--- config.mk ---
export PLATFORM = sky130hd
export DESIGN_NAME = tobf_ctrl
export DESIGN_NICKNAME = d
export VERILOG_FILES = /design/src/hdl/tobf_pkg.sv /design/src/hdl/tobf_ctrl.sv
export SDC_FILE = /design/constraint.sdc
export NUM_CORES = 1
export LEC_CHECK = 0
export ABC_AREA = 1
export BUFFER_PORTS_ARGS = -buffer_cell sky130_fd_sc_hd__buf_4
export CAP_MARGIN = 30
export CORE_MARGIN = 4
export CORE_UTILIZATION = 45
export DETAILED_ROUTE_END_ITERATION = 6
export GPL_TIMING_DRIVEN = 0
export PLACE_DENSITY_LB_ADDON = 0.05
export SLEW_MARGIN = 20
export SYNTH_ARGS = -nofsm -noshare
export SYNTH_HDL_FRONTEND = slang
export SYNTH_SLANG_ARGS = --single-unit
--- constraint.sdc ---
create_clock -name i_clk -period 1.3 [get_ports i_clk]
set_input_delay 0.195 -clock i_clk [delete_from_list [all_inputs] [get_ports i_clk]]
set_output_delay 0.195 -clock i_clk [all_outputs]
set_load 0.03 [all_outputs]
--- src/hdl/tobf_pkg.sv ---
// Shared types, constants and helpers for the TDoA outlier bucket filter.
// Used by tobf_ctrl, tobf_dp and tdoa_outlier_bucket_filter; no dependencies.
`timescale 1ns / 1ps
`default_nettype none

package tobf_pkg;

    localparam int NUM_LEVELS = 7;
    localparam int LEVEL_W    = 23;
    localparam int CLOSE_W    = 8;
    localparam int LVL_IDX_W  = 3;
    localparam int BKT_W      = 4;
    localparam int CFG_IDX_W  = 3;

    localparam int IN_TDATA_W  = 352;   // eleven 32-bit fields
    localparam int OUT_TDATA_W = 8;

    localparam logic [BKT_W-1:0] BUCKET_MAX       = 4'd10;
    localparam logic [BKT_W-1:0] BUCKET_THRESHOLD = 4'd2;

    localparam logic [LVL_IDX_W-1:0] LEVEL_OPEN = 3'd7;
    localparam logic [LVL_IDX_W-1:0] LAST_LEVEL = 3'(NUM_LEVELS - 1);

    // configuration register indexes beyond the level table
    localparam logic [CFG_IDX_W-1:0] CFG_IDX_CLOSE = 3'd7;

    localparam logic [LEVEL_W-1:0] LEVEL_RESET [NUM_LEVELS] = '{
        23'd26214, 23'd52429, 23'd78643, 23'd104858,
        23'd131072, 23'd196608, 23'd262144
    };
    localparam logic [CLOSE_W-1:0] CLOSE_DELAY_RESET = 8'd30;

    // multiplier operand selects; the accumulate action follows the select
    localparam int MSEL_W = 4;
    localparam logic [MSEL_W-1:0] MS_TD  = 4'd0;
    localparam logic [MSEL_W-1:0] MS_DX  = 4'd1;
    localparam logic [MSEL_W-1:0] MS_DY  = 4'd2;
    localparam logic [MSEL_W-1:0] MS_DZ  = 4'd3;
    localparam logic [MSEL_W-1:0] MS_ERR = 4'd4;
    localparam logic [MSEL_W-1:0] MS_GX  = 4'd5;
    localparam logic [MSEL_W-1:0] MS_GY  = 4'd6;
    localparam logic [MSEL_W-1:0] MS_GZ  = 4'd7;
    localparam logic [MSEL_W-1:0] MS_LVL = 4'd8;
    localparam logic [MSEL_W-1:0] MS_P00 = 4'd9;
    localparam logic [MSEL_W-1:0] MS_P01 = 4'd10;
    localparam logic [MSEL_W-1:0] MS_P10 = 4'd11;
    localparam logic [MSEL_W-1:0] MS_P11 = 4'd12;

    typedef struct packed {
        logic        mode;
        logic [31:0] range_diff;
        logic [31:0] anchor_a_x;
        logic [31:0] anchor_a_y;
        logic [31:0] anchor_a_z;
        logic [31:0] anchor_b_x;
        logic [31:0] anchor_b_y;
        logic [31:0] anchor_b_z;
        logic [31:0] innovation;
        logic [31:0] grad_x;
        logic [31:0] grad_y;
        logic [31:0] grad_z;
    } t_item;

    typedef struct packed {
        logic                 load;
        logic                 mul_en;
        logic [MSEL_W-1:0]    mul_sel;
        logic [LVL_IDX_W-1:0] lvl;
        logic                 upd_bucket;
        logic                 decide;
    } t_cmd;

    typedef struct packed {
        logic mode;
        logic geo_ok;
    } t_stat;

    typedef struct packed {
        logic                 accepted;
        logic [LVL_IDX_W-1:0] active_level;
    } t_res;

    // magnitude of a signed 32-bit value; -2^31 maps to 2^31
    function automatic logic [31:0] f_mag(input logic [31:0] v);
        logic [31:0] m;
        m = v[31] ? (~v + 32'd1) : v;
        return m;
    endfunction

    // magnitude of the difference of two signed 32-bit values, at most 2^32-1
    function automatic logic [31:0] f_mag_diff(input logic [31:0] a, input logic [31:0] b);
        logic [32:0] d;
        logic [32:0] m;
        d = {a[31], a} - {b[31], b};
        m = d[32] ? (~d + 33'd1) : d;
        return m[31:0];
    endfunction

endpackage

`default_nettype wire

--- src/hdl/tobf_ctrl.sv ---
// Sequencer for the TDoA outlier filter: input handshake, multiplier schedule,
// level sweep and result hand-off. Depends on tobf_pkg.
`timescale 1ns / 1ps
`default_nettype none

module tobf_ctrl (
    input  wire logic           i_clk,
    input  wire logic           i_rst_n,
    input  wire logic           i_in_valid,
    output logic                o_in_ready,
    input  wire tobf_pkg::t_stat i_stat,
    input  wire logic           i_out_free,
    output tobf_pkg::t_cmd      o_cmd
);

    localparam logic [2:0] S_IDLE = 3'd0;
    localparam logic [2:0] S_SQ   = 3'd1;
    localparam logic [2:0] S_SQW  = 3'd2;
    localparam logic [2:0] S_LVL  = 3'd3;
    localparam logic [2:0] S_DONE = 3'd4;

    logic [2:0] r_state, n_state;
    logic [2:0] r_cnt, n_cnt;
    logic [tobf_pkg::LVL_IDX_W-1:0] r_lvl, n_lvl;

    always_ff @(posedge i_clk) begin
        if (!i_rst_n) begin
            r_state <= S_IDLE;
            r_cnt   <= 3'd0;
            r_lvl   <= '0;
        end else begin
            r_state <= n_state;
            r_cnt   <= n_cnt;
            r_lvl   <= n_lvl;
        end
    end

    always_comb begin
        n_state    = r_state;
        n_cnt      = r_cnt;
        n_lvl      = r_lvl;
        o_in_ready = 1'b0;
        o_cmd      = '0;
        o_cmd.lvl  = r_lvl;
        case (r_state)
            S_IDLE: begin
                o_in_ready = 1'b1;
                if (i_in_valid) begin
                    o_cmd.load = 1'b1;
                    n_state    = S_SQ;
                    n_cnt      = 3'd0;
                end
            end
            S_SQ: begin
                // one squaring per cycle: range, anchor deltas, error, gradient
                o_cmd.mul_en = 1'b1;
                case (r_cnt)
                    3'd0:    o_cmd.mul_sel = tobf_pkg::MS_TD;
                    3'd1:    o_cmd.mul_sel = tobf_pkg::MS_DX;
                    3'd2:    o_cmd.mul_sel = tobf_pkg::MS_DY;
                    3'd3:    o_cmd.mul_sel = tobf_pkg::MS_DZ;
                    3'd4:    o_cmd.mul_sel = tobf_pkg::MS_ERR;
                    3'd5:    o_cmd.mul_sel = tobf_pkg::MS_GX;
                    3'd6:    o_cmd.mul_sel = tobf_pkg::MS_GY;
                    3'd7:    o_cmd.mul_sel = tobf_pkg::MS_GZ;
                    default: o_cmd.mul_sel = tobf_pkg::MS_TD;
                endcase
                n_cnt = r_cnt + 3'd1;
                if (r_cnt == 3'd7) begin
                    n_state = S_SQW;
                    n_cnt   = 3'd0;
                end
            end
            S_SQW: begin
                n_lvl   = '0;
                n_cnt   = 3'd0;
                n_state = (i_stat.mode && i_stat.geo_ok) ? S_LVL : S_DONE;
            end
            S_LVL: begin
                // slot per level: level^2, bubble, four partial products,
                // drain, compare and bucket update
                case (r_cnt)
                    3'd0: begin
                        o_cmd.mul_en  = 1'b1;
                        o_cmd.mul_sel = tobf_pkg::MS_LVL;
                    end
                    3'd2: begin
                        o_cmd.mul_en  = 1'b1;
                        o_cmd.mul_sel = tobf_pkg::MS_P00;
                    end
                    3'd3: begin
                        o_cmd.mul_en  = 1'b1;
                        o_cmd.mul_sel = tobf_pkg::MS_P01;
                    end
                    3'd4: begin
                        o_cmd.mul_en  = 1'b1;
                        o_cmd.mul_sel = tobf_pkg::MS_P10;
                    end
                    3'd5: begin
                        o_cmd.mul_en  = 1'b1;
                        o_cmd.mul_sel = tobf_pkg::MS_P11;
                    end
                    3'd7: begin
                        o_cmd.upd_bucket = 1'b1;
                    end
                    default: begin
                    end
                endcase
                n_cnt = r_cnt + 3'd1;
                if (r_cnt == 3'd7) begin
                    n_cnt = 3'd0;
                    if (r_lvl == tobf_pkg::LAST_LEVEL) begin
                        n_state = S_DONE;
                    end else begin
                        n_lvl = r_lvl + 3'd1;
                    end
                end
            end
            S_DONE: begin
                if (i_out_free) begin
                    o_cmd.decide = 1'b1;
                    n_state      = S_IDLE;
                end
            end
            default: begin
                n_state = S_IDLE;
            end
        endcase
    end

endmodule

`default_nettype wire

After elaboration in Yosys (flattened, before gate mapping)
Memories as Yosys holds them, arrays and structs flattened. A register that Yosys moved wholly into a read port is not among the register bits.
Index checks and enable logic that the tools add are counted.
Word-level totals
  flip-flop bits (word level): 9
  memory bits (read-only): 24
  input port bits: 6
  output and inout port bits: 12
  word-level logic and storage cells: 55
  memories: 1
Operators by class
  add/subtract/negate cells: 2
  eq/ne operators: 16
  mux-type cells: 24
  reductions and logical operators: 9
Memories
  (name not given): depth 8, bits a word 3, read ports 1, clocked after memory_dff 1, wr ports 0, line tobf_ctrl.sv:57  | case (r_cnt)
Operator list (number)
  $mux 3: 12
  $pmux 5 s5: 1
  $eq 3x3->1 const B: 5
  $pmux 3 s5: 1
  $eq 3x2->1 const B: 4
  $ne 2x2->1 const B: 6
  $pmux 5 s2: 1
  $pmux 3 s3: 1
  $mux 1: 7
  $add 3x1->3 const B: 2
  $logic_not 3->1: 2
  $pmux 3 s2: 1
  $reduce_and 5->1: 1
  $eq 3x1->1 const B: 1
  $reduce_and 3->1: 1
  $reduce_bool 3->1: 1
  $reduce_and 2->1: 1
  $reduce_bool 2->1: 1
  $reduce_or 2->1: 1
  $logic_and 1x1->1: 1

Longest topological paths before layout
Gate-level depths: netlist (run 1).
  depth in word-level cells: 6
  depth in mapped cells: 8
  depth with buffers taken out: 8

Worst setup path after synthesis (run 1)
Ideal clock, no wire load.
  path type: register -> output
  from: register r_state[1]
  to: output port o_cmd[10] in the netlist's numbering
  data arrival time: 1.570 ns
  data required time: 1.105 ns
  slack: -0.465 ns
  stages on the path, launching flop included: 6
  buffers on the path: 0
  path through: dfxtp_1 nor2_1 inv_1 nor2_1 inv_1 nor2_1
RTL lines
  start: declaration: line tobf_ctrl.sv:22  | logic [2:0] r_state, n_state;
  start signal: assignment: line tobf_ctrl.sv:32  | r_state <= n_state;
  end: declaration: line tobf_ctrl.sv:13  | output tobf_pkg::t_cmd o_cmd

==> impl.org, run 1 <==
** Timing
- Max Clk Rate :: between 0.6 and 0.7 GHz
- Worst setup slack after layout :: -337 ps
- Setup violations remaining at the end of the flow were counted as 16.
- The max-slew violation count is 0.
- The clock arrives with slightly below 6 ps of skew.
- The worst pin sits at a relative slew slack of roughly four fifths.
- The smallest clock period supported by the final layout is computed as 1640 ps.
- Setup repair after global routing could not meet its margin everywhere.
- Final-layout worst hold slack :: about 150 ps
- Hold Violations, Final :: 0
- For the pin with the worst max-slew slack, the measured transition is between 200 and 300 ps.
- Of the available clock period, the critical path in the final layout requires 126%.

** Critical path
- Max Fanout on Critical Path :: 4
- The worst register-to-register path has a setup slack of -180 ps.
- At the worst endpoint, the arrival time is about 1400 ps.
- Worst reg2reg endpoint :: r_state[1]
- Number of cells on the worst reg-to-reg path :: 10
- The worst setup path is captured at an output pin.
- STA puts the critical path data required time at 1110 ps.
- Startpoint type of the worst setup path :: register
- Startpoint of the lowest-slack register-to-register path :: r_cnt[0]
- Worst setup path category :: register to output pin

** Pwr
- Share of total power in combinational logic :: between 60% and 70%
- The clock network is responsible for between 10 and 15% of the overall power.
- VDD sags by at most approximately 1 mV.
- In this run the static leakage power is 0.552 nW.
- Switching power :: about 0.0011 W
- Internal Power :: 0.00120 W
- Cell area power density :: ~1800 mW/mm^2
- Of the total power, the share spent switching nets is between 40% and 50%.
- Fraction of power consumed by sequential logic :: between 20% and 30%

** Synthesis
- Each instance of the synthesized netlist takes up on average ~6.9 sq um.
- The Yosys step of the flow raised 0 warnings.
- Synth unique cells :: 22
- In this run, synthesis produced a sequential element count of 12.
- Number of standard cells after synthesis :: 113
- Sequential cells were found to cover about 31% of the synthesized design area.
- Portion of synthesized cell area occupied by the leading cell type :: a little under a third
- The number of nets in the synthesized netlist is between 100 and 150.
- sky130_fd_sc_hd__dfxtp_1 takes more of the synthesized area than any other cell.
- Sorting the synthesized cells by area gives the leading types as sky130_fd_sc_hd__dfxtp_1, sky130_fd_sc_hd__nand2_1, sky130_fd_sc_hd__ha_1.
- The cell area that synthesis handed to floorplanning was between 700 and 800 sq um.

** Status
- The final reports fail on setup timing.
- The run finished, with violations left.

** Hold path
- For hold timing, the worst endpoint is r_state[0].
- The worst hold path was traced through 3 stages.
- The tightest min-delay check is of the input port to register type.
- The startpoint identified for the worst hold timing path is i_rst_n.

** Die
- The initialized floorplan defines 14 standard-cell rows.
- Placeable Area :: around 0.0016 sq mm
- The die covers roughly 0.0025 sq mm.
- Die span in x :: 49.5 um
- Ports placed on the boundary :: 18
- The initial utilization of the core area, before any placement, comes to between 40% and 50%.
- DIE HEIGHT :: approximately 50 um

** Final layout
- Across the whole layout, storage elements account for approximately 270 sq um.
- The post-route netlist has a little under three fifths of its cells at a drive strength greater than 1.
- At the end of the flow, the number of nets in the layout was 162.
- After filler insertion, the fill cell instance count of the layout stands at 95.
- Antenna cells :: 0
- Once layout is complete, the cells apart from fillers number approximately 160.
- Relative to the synthesized area, the layout overhead comes to 65.0%.
- In the final layout, the multi-input gates occupy around 620 sq um.

** CTS
- For this design, the sink count on the clock tree is 12.
- Skew-Pair Late Insertion Delay :: 290 ps
- The root buffer cell chosen for the clock tree is sky130_fd_sc_hd__clkbuf_4.
- Hold repair after CTS inserted 0 buffers.
- Maximum level of the CTS H-tree :: 1
- Number of CTS-inserted buffers :: 3
- The clock passes through at most 2 buffers.
- TritonCTS built the clock tree.
- Clock-pin slew was measured on the worst setup and hold paths at around 90 ps.

** GRT
- Global-route usage over all layers :: roughly 17%
- Number of global-route vias before repair :: around 730
- Global-route wire length before repair :: approximately 3300 um
- Number of antenna violations at the first check in global routing :: 0
- After global routing the overflow that remains totals 0.
- Pin count of the biggest net entering global routing :: 8

** Detailed routing
- Starting DRC count in detailed routing :: 23
- Remaining antenna violation count :: 0
- Uppermost layer routed :: met4
- Average via count per standard cell :: about 5.5
- In the final routing, the length of wire on met1 measures between 1000 and 1500 um.
- The pre-antenna-repair detailed-routing pass consisted of 4 iterations.
- Detailed-route via count :: ~900
- DRC viols :: 0
- Routed wirelength normalized by instance count :: about 16 um
- Detailed-routed wire length on met3 :: roughly 140 um
- Detailed Route WL :: 2560 um
- Routed met2 length :: between 1000 and 1500 um

** Placement
- Once placement completed, the tool counted placed cells totaling 146.
- Once detailed placement completed, the half-perimeter wirelength came to approximately 1400 um.
- Post-place setup slack :: -142 ps
- Placer's final routability congestion estimate :: 0.823
- IO Port Bufs :: 17

** Flow run
- Max-cap violations in this run came to 0.
worst max-delay path by stage:
| stage | startpoint | endpoint | slack [ps] | depth (start not counted) |
|---|---|---|---|---|
| after floorplan | r_state[2] | o_cmd[0] | -180 | 2 |
| after global placement | r_cnt[0] | o_cmd[5] | -130 | 6 |
| after detailed placement | r_cnt[0] | o_cmd[5] | -140 | 6 |
| after CTS | r_cnt[0] | o_cmd[9] | -320 | 7 |
| after global routing | r_cnt[0] | o_cmd[8] | -380 | 7 |
| final | r_cnt[0] | o_cmd[5] | -340 | 6 |
layout by cell type (no fill, tap or decap), types with 2 or more instances in the layout:
cell / count
sky130_fd_sc_hd__dfxtp_2: 2
sky130_fd_sc_hd__buf_4: 21
sky130_fd_sc_hd__inv_4: 2
sky130_fd_sc_hd__nand3_1: 6
sky130_fd_sc_hd__o21ai_2: 6
sky130_fd_sc_hd__inv_2: 7
sky130_fd_sc_hd__nor2_2: 2
sky130_fd_sc_hd__nand2_2: 2
sky130_fd_sc_hd__clkbuf_4: 3
sky130_fd_sc_hd__ha_1: 3
sky130_fd_sc_hd__nand3_2: 2
sky130_fd_sc_hd__buf_6: 9
sky130_fd_sc_hd__dfxtp_1: 4
sky130_fd_sc_hd__nor2_1: 7
sky130_fd_sc_hd__ha_4: 4
sky130_fd_sc_hd__nor2_4: 5
sky130_fd_sc_hd__inv_1: 9
sky130_fd_sc_hd__a21oi_2: 3
sky130_fd_sc_hd__a21oi_1: 4
sky130_fd_sc_hd__nand2_1: 27
sky130_fd_sc_hd__dfxtp_4: 6
Yosys cell counts:
cell and number:
sky130_fd_sc_hd__a21oi_1 7, sky130_fd_sc_hd__a21oi_2 1, sky130_fd_sc_hd__a31oi_1 1, sky130_fd_sc_hd__dfxtp_1 12, sky130_fd_sc_hd__ha_1 8, sky130_fd_sc_hd__inv_1 15, sky130_fd_sc_hd__inv_2 4, sky130_fd_sc_hd__nand2_1 29
sky130_fd_sc_hd__nand2_2 1, sky130_fd_sc_hd__nand3_1 7, sky130_fd_sc_hd__nand3_2 1, sky130_fd_sc_hd__nand4_1 1, sky130_fd_sc_hd__nand4_2 1, sky130_fd_sc_hd__nor2_1 11, sky130_fd_sc_hd__nor2_2 1, sky130_fd_sc_hd__nor2_4 2
sky130_fd_sc_hd__nor3_1 1, sky130_fd_sc_hd__o21ai_0 5, sky130_fd_sc_hd__o21ai_1 1, sky130_fd_sc_hd__o21ai_2 2, sky130_fd_sc_hd__or2_0 1, sky130_fd_sc_hd__or2_2 1
repair_timing:
item	CTS	global route
resized for setup	27	26
endpoints found under the setup margin	19	19
pin swaps	9	14
buffers inserted	5	8
final cells by class:
cell class,instances,area share [%]
Inverter,19,6.35
Timing Repair Buffer,30,20.2
Tap cell,16,1.56
Clock buffer,4,2.83
Multi-Input combinational cell,82,48.3
Sequential cell,12,20.7
critical path: stages (launching register included):
cell                      delay [ps]
sky130_fd_sc_hd__dfxtp_4         390
sky130_fd_sc_hd__inv_2            70
sky130_fd_sc_hd__ha_4            160
sky130_fd_sc_hd__or2_4           240
sky130_fd_sc_hd__o21ai_2          80
sky130_fd_sc_hd__o21ai_2          70
sky130_fd_sc_hd__buf_6           130
power groups by stage:
stage | Sequential, W | Clock [W] | Combinational [W]
floorplan | 0.000490 | 0 | 0.000727
global placement | 0.000501 | 0 | 0.000964
detailed placement | 0.000503 | 0 | 0.000977
CTS | 0.000525 | 0.000317 | 0.00114
global route | 0.000539 | 0.000345 | 0.00153
finish | 0.000530 | 0.000321 | 0.00143
layer usage:
metal  vias to the layer above  global-route usage [%]
met5                         -                       0
met4                         0                    9.22
met3                        11                    3.01
met2                        38                    28.2
met1                       422                    21.7
li1                        425                       -
per-stage QoR:
| step | instance area, sq um | util [%] | TNS (ps) | total power, W |
|---|---|---|---|---|
| after floorplan | 812 | - | -369 | 0.00122 |
| after global placement | 960 | 61.6 | -616 | 0.00146 |
| after detailed placement | 960 | 61.6 | -853 | 0.00148 |
| after CTS | 1120 | 71.9 | -2520 | 0.00198 |
| after global routing | 1280 | 82.1 | -3980 | 0.00242 |
| final | 1280 | 82.1 | -2940 | 0.00228 |
kinds of logic after synthesis:
family,share of synthesized area (%)
flip-flops,31.0
buffers and inverters,9.19
AO/OA/AOI/OAI,12.6
adder cells (fa/ha/maj),12.9
AND/OR/NAND/NOR,34.4
(Power assumes the default switching activity.)
==> run 2: changes to the inputs <==
--- a/config.mk
+++ b/config.mk
@@ -7,12 +7,12 @@
 export LEC_CHECK = 0
 export ABC_AREA = 1
 export BUFFER_PORTS_ARGS = -buffer_cell sky130_fd_sc_hd__buf_4
-export CAP_MARGIN = 30
 export CORE_MARGIN = 4
 export CORE_UTILIZATION = 45
 export DETAILED_ROUTE_END_ITERATION = 6
 export GPL_TIMING_DRIVEN = 0
 export PLACE_DENSITY_LB_ADDON = 0.05
+export SETUP_SLACK_MARGIN = 0.05
 export SLEW_MARGIN = 20
 export SYNTH_ARGS = -nofsm -noshare
 export SYNTH_HDL_FRONTEND = slang
==> run 2 against run 1 <==
The run still ends with setup timing left; clock power fell by 4%; clock skew rose by 2.5 ps; combinational power fell by 3%; total power fell by 1.8%; sequential share of layout area fell by 0.24 points; register-to-register slack improved by 70 ps; die area did not move; core utilization rose by 0.96 points; sequential cell count did not move; wire length fell by 14%; global-route usage fell by 0.47 points; critical path type unchanged.
==> impl.org, run 2 (synthesis results as in run 1) <==
** Status
- The run finished, with violations left.
- Violated checks :: setup timing

** Final layout
- Final #Nets :: 159 (-1.9%)
- Final standard cell count with taps included and fillers excluded :: 160 (-1.8%)
- The total of fill cells in the finished design is 95 (unchanged).
- Commonest cells after routing, fill and taps aside :: sky130_fd_sc_hd__nand2_1, sky130_fd_sc_hd__buf_4, sky130_fd_sc_hd__inv_1, sky130_fd_sc_hd__buf_6
- Fraction of final layout cells with drive strength greater than 1 :: 58.3% (+1.9 points)
- The area growth from synthesis to layout is 66.9%.
- The antenna diode instance count was 0 (unchanged).
- Leading cell type in the layout, fill and taps excluded :: sky130_fd_sc_hd__nand2_1

** Critical path
- The data arrival time at the worst-slack endpoint is 1420 ps (-20 ps).
- The worst setup path is of the register to output pin kind.
- Data required, critical path :: 1110 ps (about the same)
- Startpoint type of the worst setup path :: register
- The largest fanout of any net on the critical path was 4 (unchanged).
- Crit end category :: output pin

** Detailed routing
- Detailed-route via count :: 857 (-4.4%)
- Remaining antenna violation count :: 0 (unchanged)
- The final routed wire length divided by cell count is 13.8 um (-12%).
- The number of DRC violations after detailed-routing iteration 0 came to 16 (-30%).
- The final wirelength came to 2200 um (-14%).
- The number of detailed-routing iterations run before antenna repair was 5 (+1).
- The detail-routed via count per cell came to 5.36 (-2.6%).
- DRC viols :: 0 (unchanged)

** Pwr
- The total power after layout came to 0.00224 W (-1.8%).
- The power per cell area came to 1730 mW/mm^2 (-2.9%).
- The leakage power summed over all cells was 0.546 nW (-1.0%).
- Maximum vdd drop :: 1.02 mV (+5.2%)

** Timing
- Hold Violations, Final :: 0 (unchanged)
- Worst setup slack after layout :: -310 ps (+26.9 ps)
- The final critical-path share of the clock period is 124% (-2.1 points).
- The max-slew violation count was 0 (unchanged).
- The number of setup violations in the final report came to 16 (unchanged).
- RSZ-0062 raised after global routing :: true
- Aggregate negative setup slack :: -2500 ps (+446 ps)
- The post-route minimum period was 1610 ps (-26.9 ps).
- The relative slew slack was 78.7% (-2.2 points).
- The timing-limited maximum frequency was 0.621 GHz (+1.7%).
- Pin slew with the least headroom to its limit :: 319 ps (+34.7 ps)
- The worst-case clock skew came to 8.46 ps (+2.50 ps).

** CTS
- The maximum clock path buffer count is 2 (unchanged).
- TritonCTS built the clock tree.
- Number of sinks handled by clock tree synthesis :: 12 (unchanged)
- Skew-Pair Late Insertion Delay :: 280 ps (about the same)
- Clock transition at path regs :: 90 ps (about the same)
- The total number of H-tree levels came to 1 (unchanged).
- Hold-fix buffers, CTS :: 0 (unchanged)
- Number of CTS-inserted buffers :: 3 (unchanged)
- The tree is rooted in a sky130_fd_sc_hd__clkbuf_4.

** GRT
- The final global-route overflow total came to 0 (unchanged).
- The global-route wire length before repair is 3260 um (-1.5%).
- The global router's overall resource usage came to 16.9% (-0.47 points).
- The largest net degree at the start of global routing is 8 (unchanged).
- Met3 track demand over resource in global routing :: 4.82% (+1.8 points)
- Met2 layer usage reported by global route :: 27.8% (-0.44 points)
- The number of global-route vias before repair came to 744 (+1.4%).
- Global Route met1 Usage :: 21.6% (-0.12 points)
- Busiest layer in global routing :: met2
- Number of antenna violations at the first check in global routing :: 0 (unchanged)

** Placement
- Placer's final routability congestion estimate :: 0.803 (-2.3%)
- The number of buffer cells added on primary ports came to 17 (unchanged).
- Half-perimeter wire length of the detailed placement result :: 1400 um (+1.3%)
- The number of cells after detailed placement is 146 (unchanged).
- Post-place setup slack :: -160 ps (-17.6 ps)

** Die
- Placeable Area :: 0.00156 sq mm (unchanged)
- The floorplan row count came to 14 (unchanged).
- Ports placed on the boundary :: 18 (unchanged)
- Die span in x :: 49.5 um (unchanged)
- The area enclosed by the die boundary was 0.00245 sq mm (unchanged).
- The die outline height was 49.5 um (unchanged).
- The starting density of the core came to 49.8% (unchanged).

** Hold path
- In this run the worst hold path is classified as input port to register.

** Flow run
- Number of maximum-capacitance constraint violations :: 0 (unchanged)
## run 2: worst max-delay path, cell delays in order (launching register included)
cell and delay (ps):
sky130_fd_sc_hd__dfxtp_4 390, sky130_fd_sc_hd__inv_4 50, sky130_fd_sc_hd__ha_4 170, sky130_fd_sc_hd__or2_4 250, sky130_fd_sc_hd__o21ai_2 70, sky130_fd_sc_hd__o21ai_2 70, sky130_fd_sc_hd__buf_6 130
## run 2: stage by stage
stage                     cell area (sq um)  hold WS (ps)  utilization, %
final                                  1290           166            83.1
after global routing                   1290           175            83.1
after CTS                              1170           168            74.8
after detailed placement                985           457            63.2
after global placement                  985           452            63.2
after floorplan                         837           315               -
## run 2: power breakdown
| group | switching (W) | internal, W |
|---|---|---|
| Clock | 0.000136 | 0.000170 |
| Sequential | 0.0000918 | 0.000454 |
| Combinational | 0.000835 | 0.000552 |
| Total | 0.00106 | 0.00118 |
## run 2: final cells by class
type | count | area, sq um | share of cell area (%)
inverter | 19 | 81.3 | 6.28
timing repair buffer | 27 | 236 | 18.3
multi-input combinational | 82 | 656 | 50.6
sequential | 12 | 265 | 20.5
clock buffer | 4 | 36.3 | 2.80
tap | 16 | 20.0 | 1.55
## run 2: routing by layer
metal | wire, um | share of wire [%]
met1 | 908 | 41
met2 | 1120 | 51
met3 | 146 | 6.6
met4 | 30 | 1.4
met5 | 0 | 0
## run 2: path summary, 6_finish.rpt
check        depth (start not counted)  slack [ps]     start         end
min reg2reg                          2         480  r_lvl[1]    r_lvl[1]
min                                  3         170   i_rst_n  r_state[1]
max                                  6        -310  r_cnt[0]    o_cmd[6]
max reg2reg                          9        -110  r_cnt[0]  r_state[2]
## run 2: timing repair
item	CTS	global route
resized for setup	33	21
buffers inserted	5	5
pin swaps	6	12
endpoints found under the setup margin	20	19
==> run 3: changes to the inputs <==
--- a/config.mk
+++ b/config.mk
@@ -11,9 +11,10 @@
 export CORE_UTILIZATION = 45
 export DETAILED_ROUTE_END_ITERATION = 6
 export GPL_TIMING_DRIVEN = 0
+export MAX_ROUTING_LAYER = met4
 export PLACE_DENSITY_LB_ADDON = 0.05
 export SETUP_SLACK_MARGIN = 0.05
-export SLEW_MARGIN = 20
+export SKIP_CTS_REPAIR_TIMING = 1
 export SYNTH_ARGS = -nofsm -noshare
 export SYNTH_HDL_FRONTEND = slang
 export SYNTH_SLANG_ARGS = --single-unit
==> run 3 against run 2 <==
The run still ends with setup timing left; clock skew decreased by 1.3 ps; register-to-register slack improved by 40 ps; total power decreased by 3.5%; setup slack got worse by 30 ps; via count decreased by 6.2%; wire length decreased by 3.4%; largest power group unchanged.
==> impl.org, run 3 (synthesis results as in run 1) <==
** Timing
- The number of hold violations in the final report is 0 (unchanged).
- The worst-case clock skew is 7.13 ps (-1.33 ps).
- Final-layout worst hold slack :: 157 ps (-9.38 ps)
- The timing-limited maximum frequency came to 0.610 GHz (-1.8%).
- The number of setup violations in the final report is 16 (unchanged).
- RSZ-0062 raised after global routing :: true
- The transition at the pin with the smallest max-transition slack is 300 ps (-19.0 ps).
- The relative slew slack came to 79.9% (+1.2 points).
- Final worst path period share :: 126% (+2.3 points)
- Worst setup slack after layout :: -340 ps (-30.0 ps)
- The max-slew violation count is 0 (unchanged).
- The post-route minimum period is 1640 ps (+30.0 ps).

** CTS
- CTS max path bufs :: 2 (unchanged)
- Clock tree synthesis selected as its root buffer the cell sky130_fd_sc_hd__clkbuf_4.
- The clock latency on the worst-skew pair is 280 ps (about the same).
- Clock tree from TritonCTS :: built
- Clock transition at path regs :: 80 ps (about the same)
- The number of sinks handled by clock tree synthesis came to 12 (unchanged).
- The total number of H-tree levels came to 1 (unchanged).
- The CTS buffer count came to 3 (unchanged).

** Detailed routing
- The final wirelength was 2130 um (-3.4%).
- The via count is 804 (-6.2%).
- The remaining design rule violation count was 0 (unchanged).
- Remaining antenna violation count :: 0 (unchanged)
- The number of detailed-routing iterations run before antenna repair is 4 (-1).
- The number of DRC violations after detailed-routing iteration 0 was 15 (-1).
- Average via count per standard cell :: 5.09 (-5.0%)
- The final routed wire length divided by cell count came to 13.5 um (-2.1%).

** Die
- DIE HEIGHT :: 49.5 um (unchanged)
- Die span in x :: 49.5 um (unchanged)
- The area enclosed by the die boundary is 0.00245 sq mm (unchanged).
- Placeable Area :: 0.00156 sq mm (unchanged)
- Total number of placement rows :: 14 (unchanged)
- Starting utilization of the core area :: 49.8% (unchanged)
- The boundary pin count was 18 (unchanged).

** Pwr
- Sw Ratio :: 47.5% (about the same)
- Maximum vdd drop :: 1.02 mV (-0.21%)
- Share of total power in combinational logic :: 60.6% (-1.3 points)
- The sequential cell fraction of total power was 25.3% (+0.9 points).
- Clock network fraction of design power :: 14.1% (+0.4 points)
- Internal Power :: 0.00113 W (-3.5%)
- Leakage power of the design :: 0.539 nW (-1.4%)
- The power per cell area was 1700 mW/mm^2 (-1.5%).
- The switching power is 0.00103 W (-3.4%).

** Final layout
- Leading cell type in the layout, fill and taps excluded :: sky130_fd_sc_hd__nand2_1
- The layout cell share with drive strength beyond 1 was 54.2% (-4.1 points).
- Final #Nets :: 157 (-1.3%)
- The top cell types in the final layout, fill and taps aside, are sky130_fd_sc_hd__nand2_1, sky130_fd_sc_hd__buf_4, sky130_fd_sc_hd__buf_6, sky130_fd_sc_hd__inv_1.
- Antenna cells :: 0 (unchanged)
- Final standard cell utilization of the core :: 81.4% (-1.7 points)
- From synthesis to final layout, the design area changed by 63.5%.

** Critical path
- The data required time of the worst path is 1110 ps (about the same).
- STA classifies the critical path endpoint as an output pin.
- Max Fanout on Critical Path :: 4 (unchanged)
- STA classifies the critical path startpoint as a register.
- The data arrival time at the worst-slack endpoint is 1450 ps (+30 ps).
- Register-to-register setup slack :: -70 ps (+40 ps)
- The worst setup path is of the register to output pin kind.

** GRT
- The number of global-route vias before repair was 726 (-2.4%).
- The number of antenna violations at the first check in global routing was 0 (unchanged).
- Gr ovfl total :: 0 (unchanged)
- The global-route wire length before repair was 3020 um (-7.6%).
- Global-route usage over all layers :: 16.1% (-0.77 points)
- Pin count of the biggest net entering global routing :: 8 (unchanged)

** Status
- The run finished, with violations left.
- Violated checks :: setup timing

** Flow run
- Number of maximum-capacitance constraint violations :: 0 (unchanged)

** Placement
- IO Port Bufs :: 17 (unchanged)
- The weighted congestion reported at the end of routability-driven placement is 0.815 (+1.5%).
- Half-perimeter wire length of the detailed placement result :: 1400 um (unchanged)

** Hold path
- Type of the most critical hold path :: input port to register
[run 3: cell count changes in the layout (fill, tap and decap cells not counted), sizes merged]
cell  delta
buf      -2
[run 3: path summary, 6_finish.rpt]
kind             from    endpoint  cells after the start
max reg2reg  r_cnt[1]    r_lvl[2]                      8
min reg2reg  r_lvl[2]    r_lvl[2]                      2
min           i_rst_n  r_state[0]                      3
max          r_cnt[1]    o_cmd[8]                      7
[run 3: critical path: stages (launching register included)]
cell and delay [ps]:
sky130_fd_sc_hd__dfxtp_4 370, sky130_fd_sc_hd__ha_4 180, sky130_fd_sc_hd__ha_4 160, sky130_fd_sc_hd__nor2_4 100, sky130_fd_sc_hd__nand3_2 80, sky130_fd_sc_hd__nand2_2 90, sky130_fd_sc_hd__inv_1 50, sky130_fd_sc_hd__buf_6 130
[run 3: routing by layer]
metal  vias up  routed length (um)  track usage (%)
met1       363                 935             20.5
met2        19                1070             23.8
li1        418                   -                -
met4         0                  27             6.91
met5         -                   0                -
met3         4                  97             4.52
[run 3: power groups by stage]
| stage | sequential (W) | combinational [W] | clock, W |
|---|---|---|---|
| global route | 0.000555 | 0.00142 | 0.000340 |
| CTS | 0.000501 | 0.000997 | 0.000303 |
| detailed placement | 0.000510 | 0.000995 | 0 |
| floorplan | 0.000497 | 0.000743 | 0 |
| global placement | 0.000508 | 0.000976 | 0 |
| finish | 0.000546 | 0.00131 | 0.000305 |
[run 3: layout make-up]
cell class              count  area [sq um]
clock buffers               4          36.3
repair buffers             25           229
fillers                    97           290
flip-flops and latches     12           265
inverters                  19          78.8
multi-input cells          82           639
well taps                  16          20.0
[run 3: per-stage QoR]
step                instance area [sq um]  setup slack, ps  setup TNS, ps  std cells  total power [W]
floorplan                             837             -185           -367        113          0.00124
global placement                      985             -127           -432        146          0.00148
detailed placement                    985             -160           -539        146          0.00151
CTS                                  1020             -466          -2950        150          0.00180
global route                         1270             -411          -3320        158          0.00231
finish                               1270             -340          -2210        158          0.00216
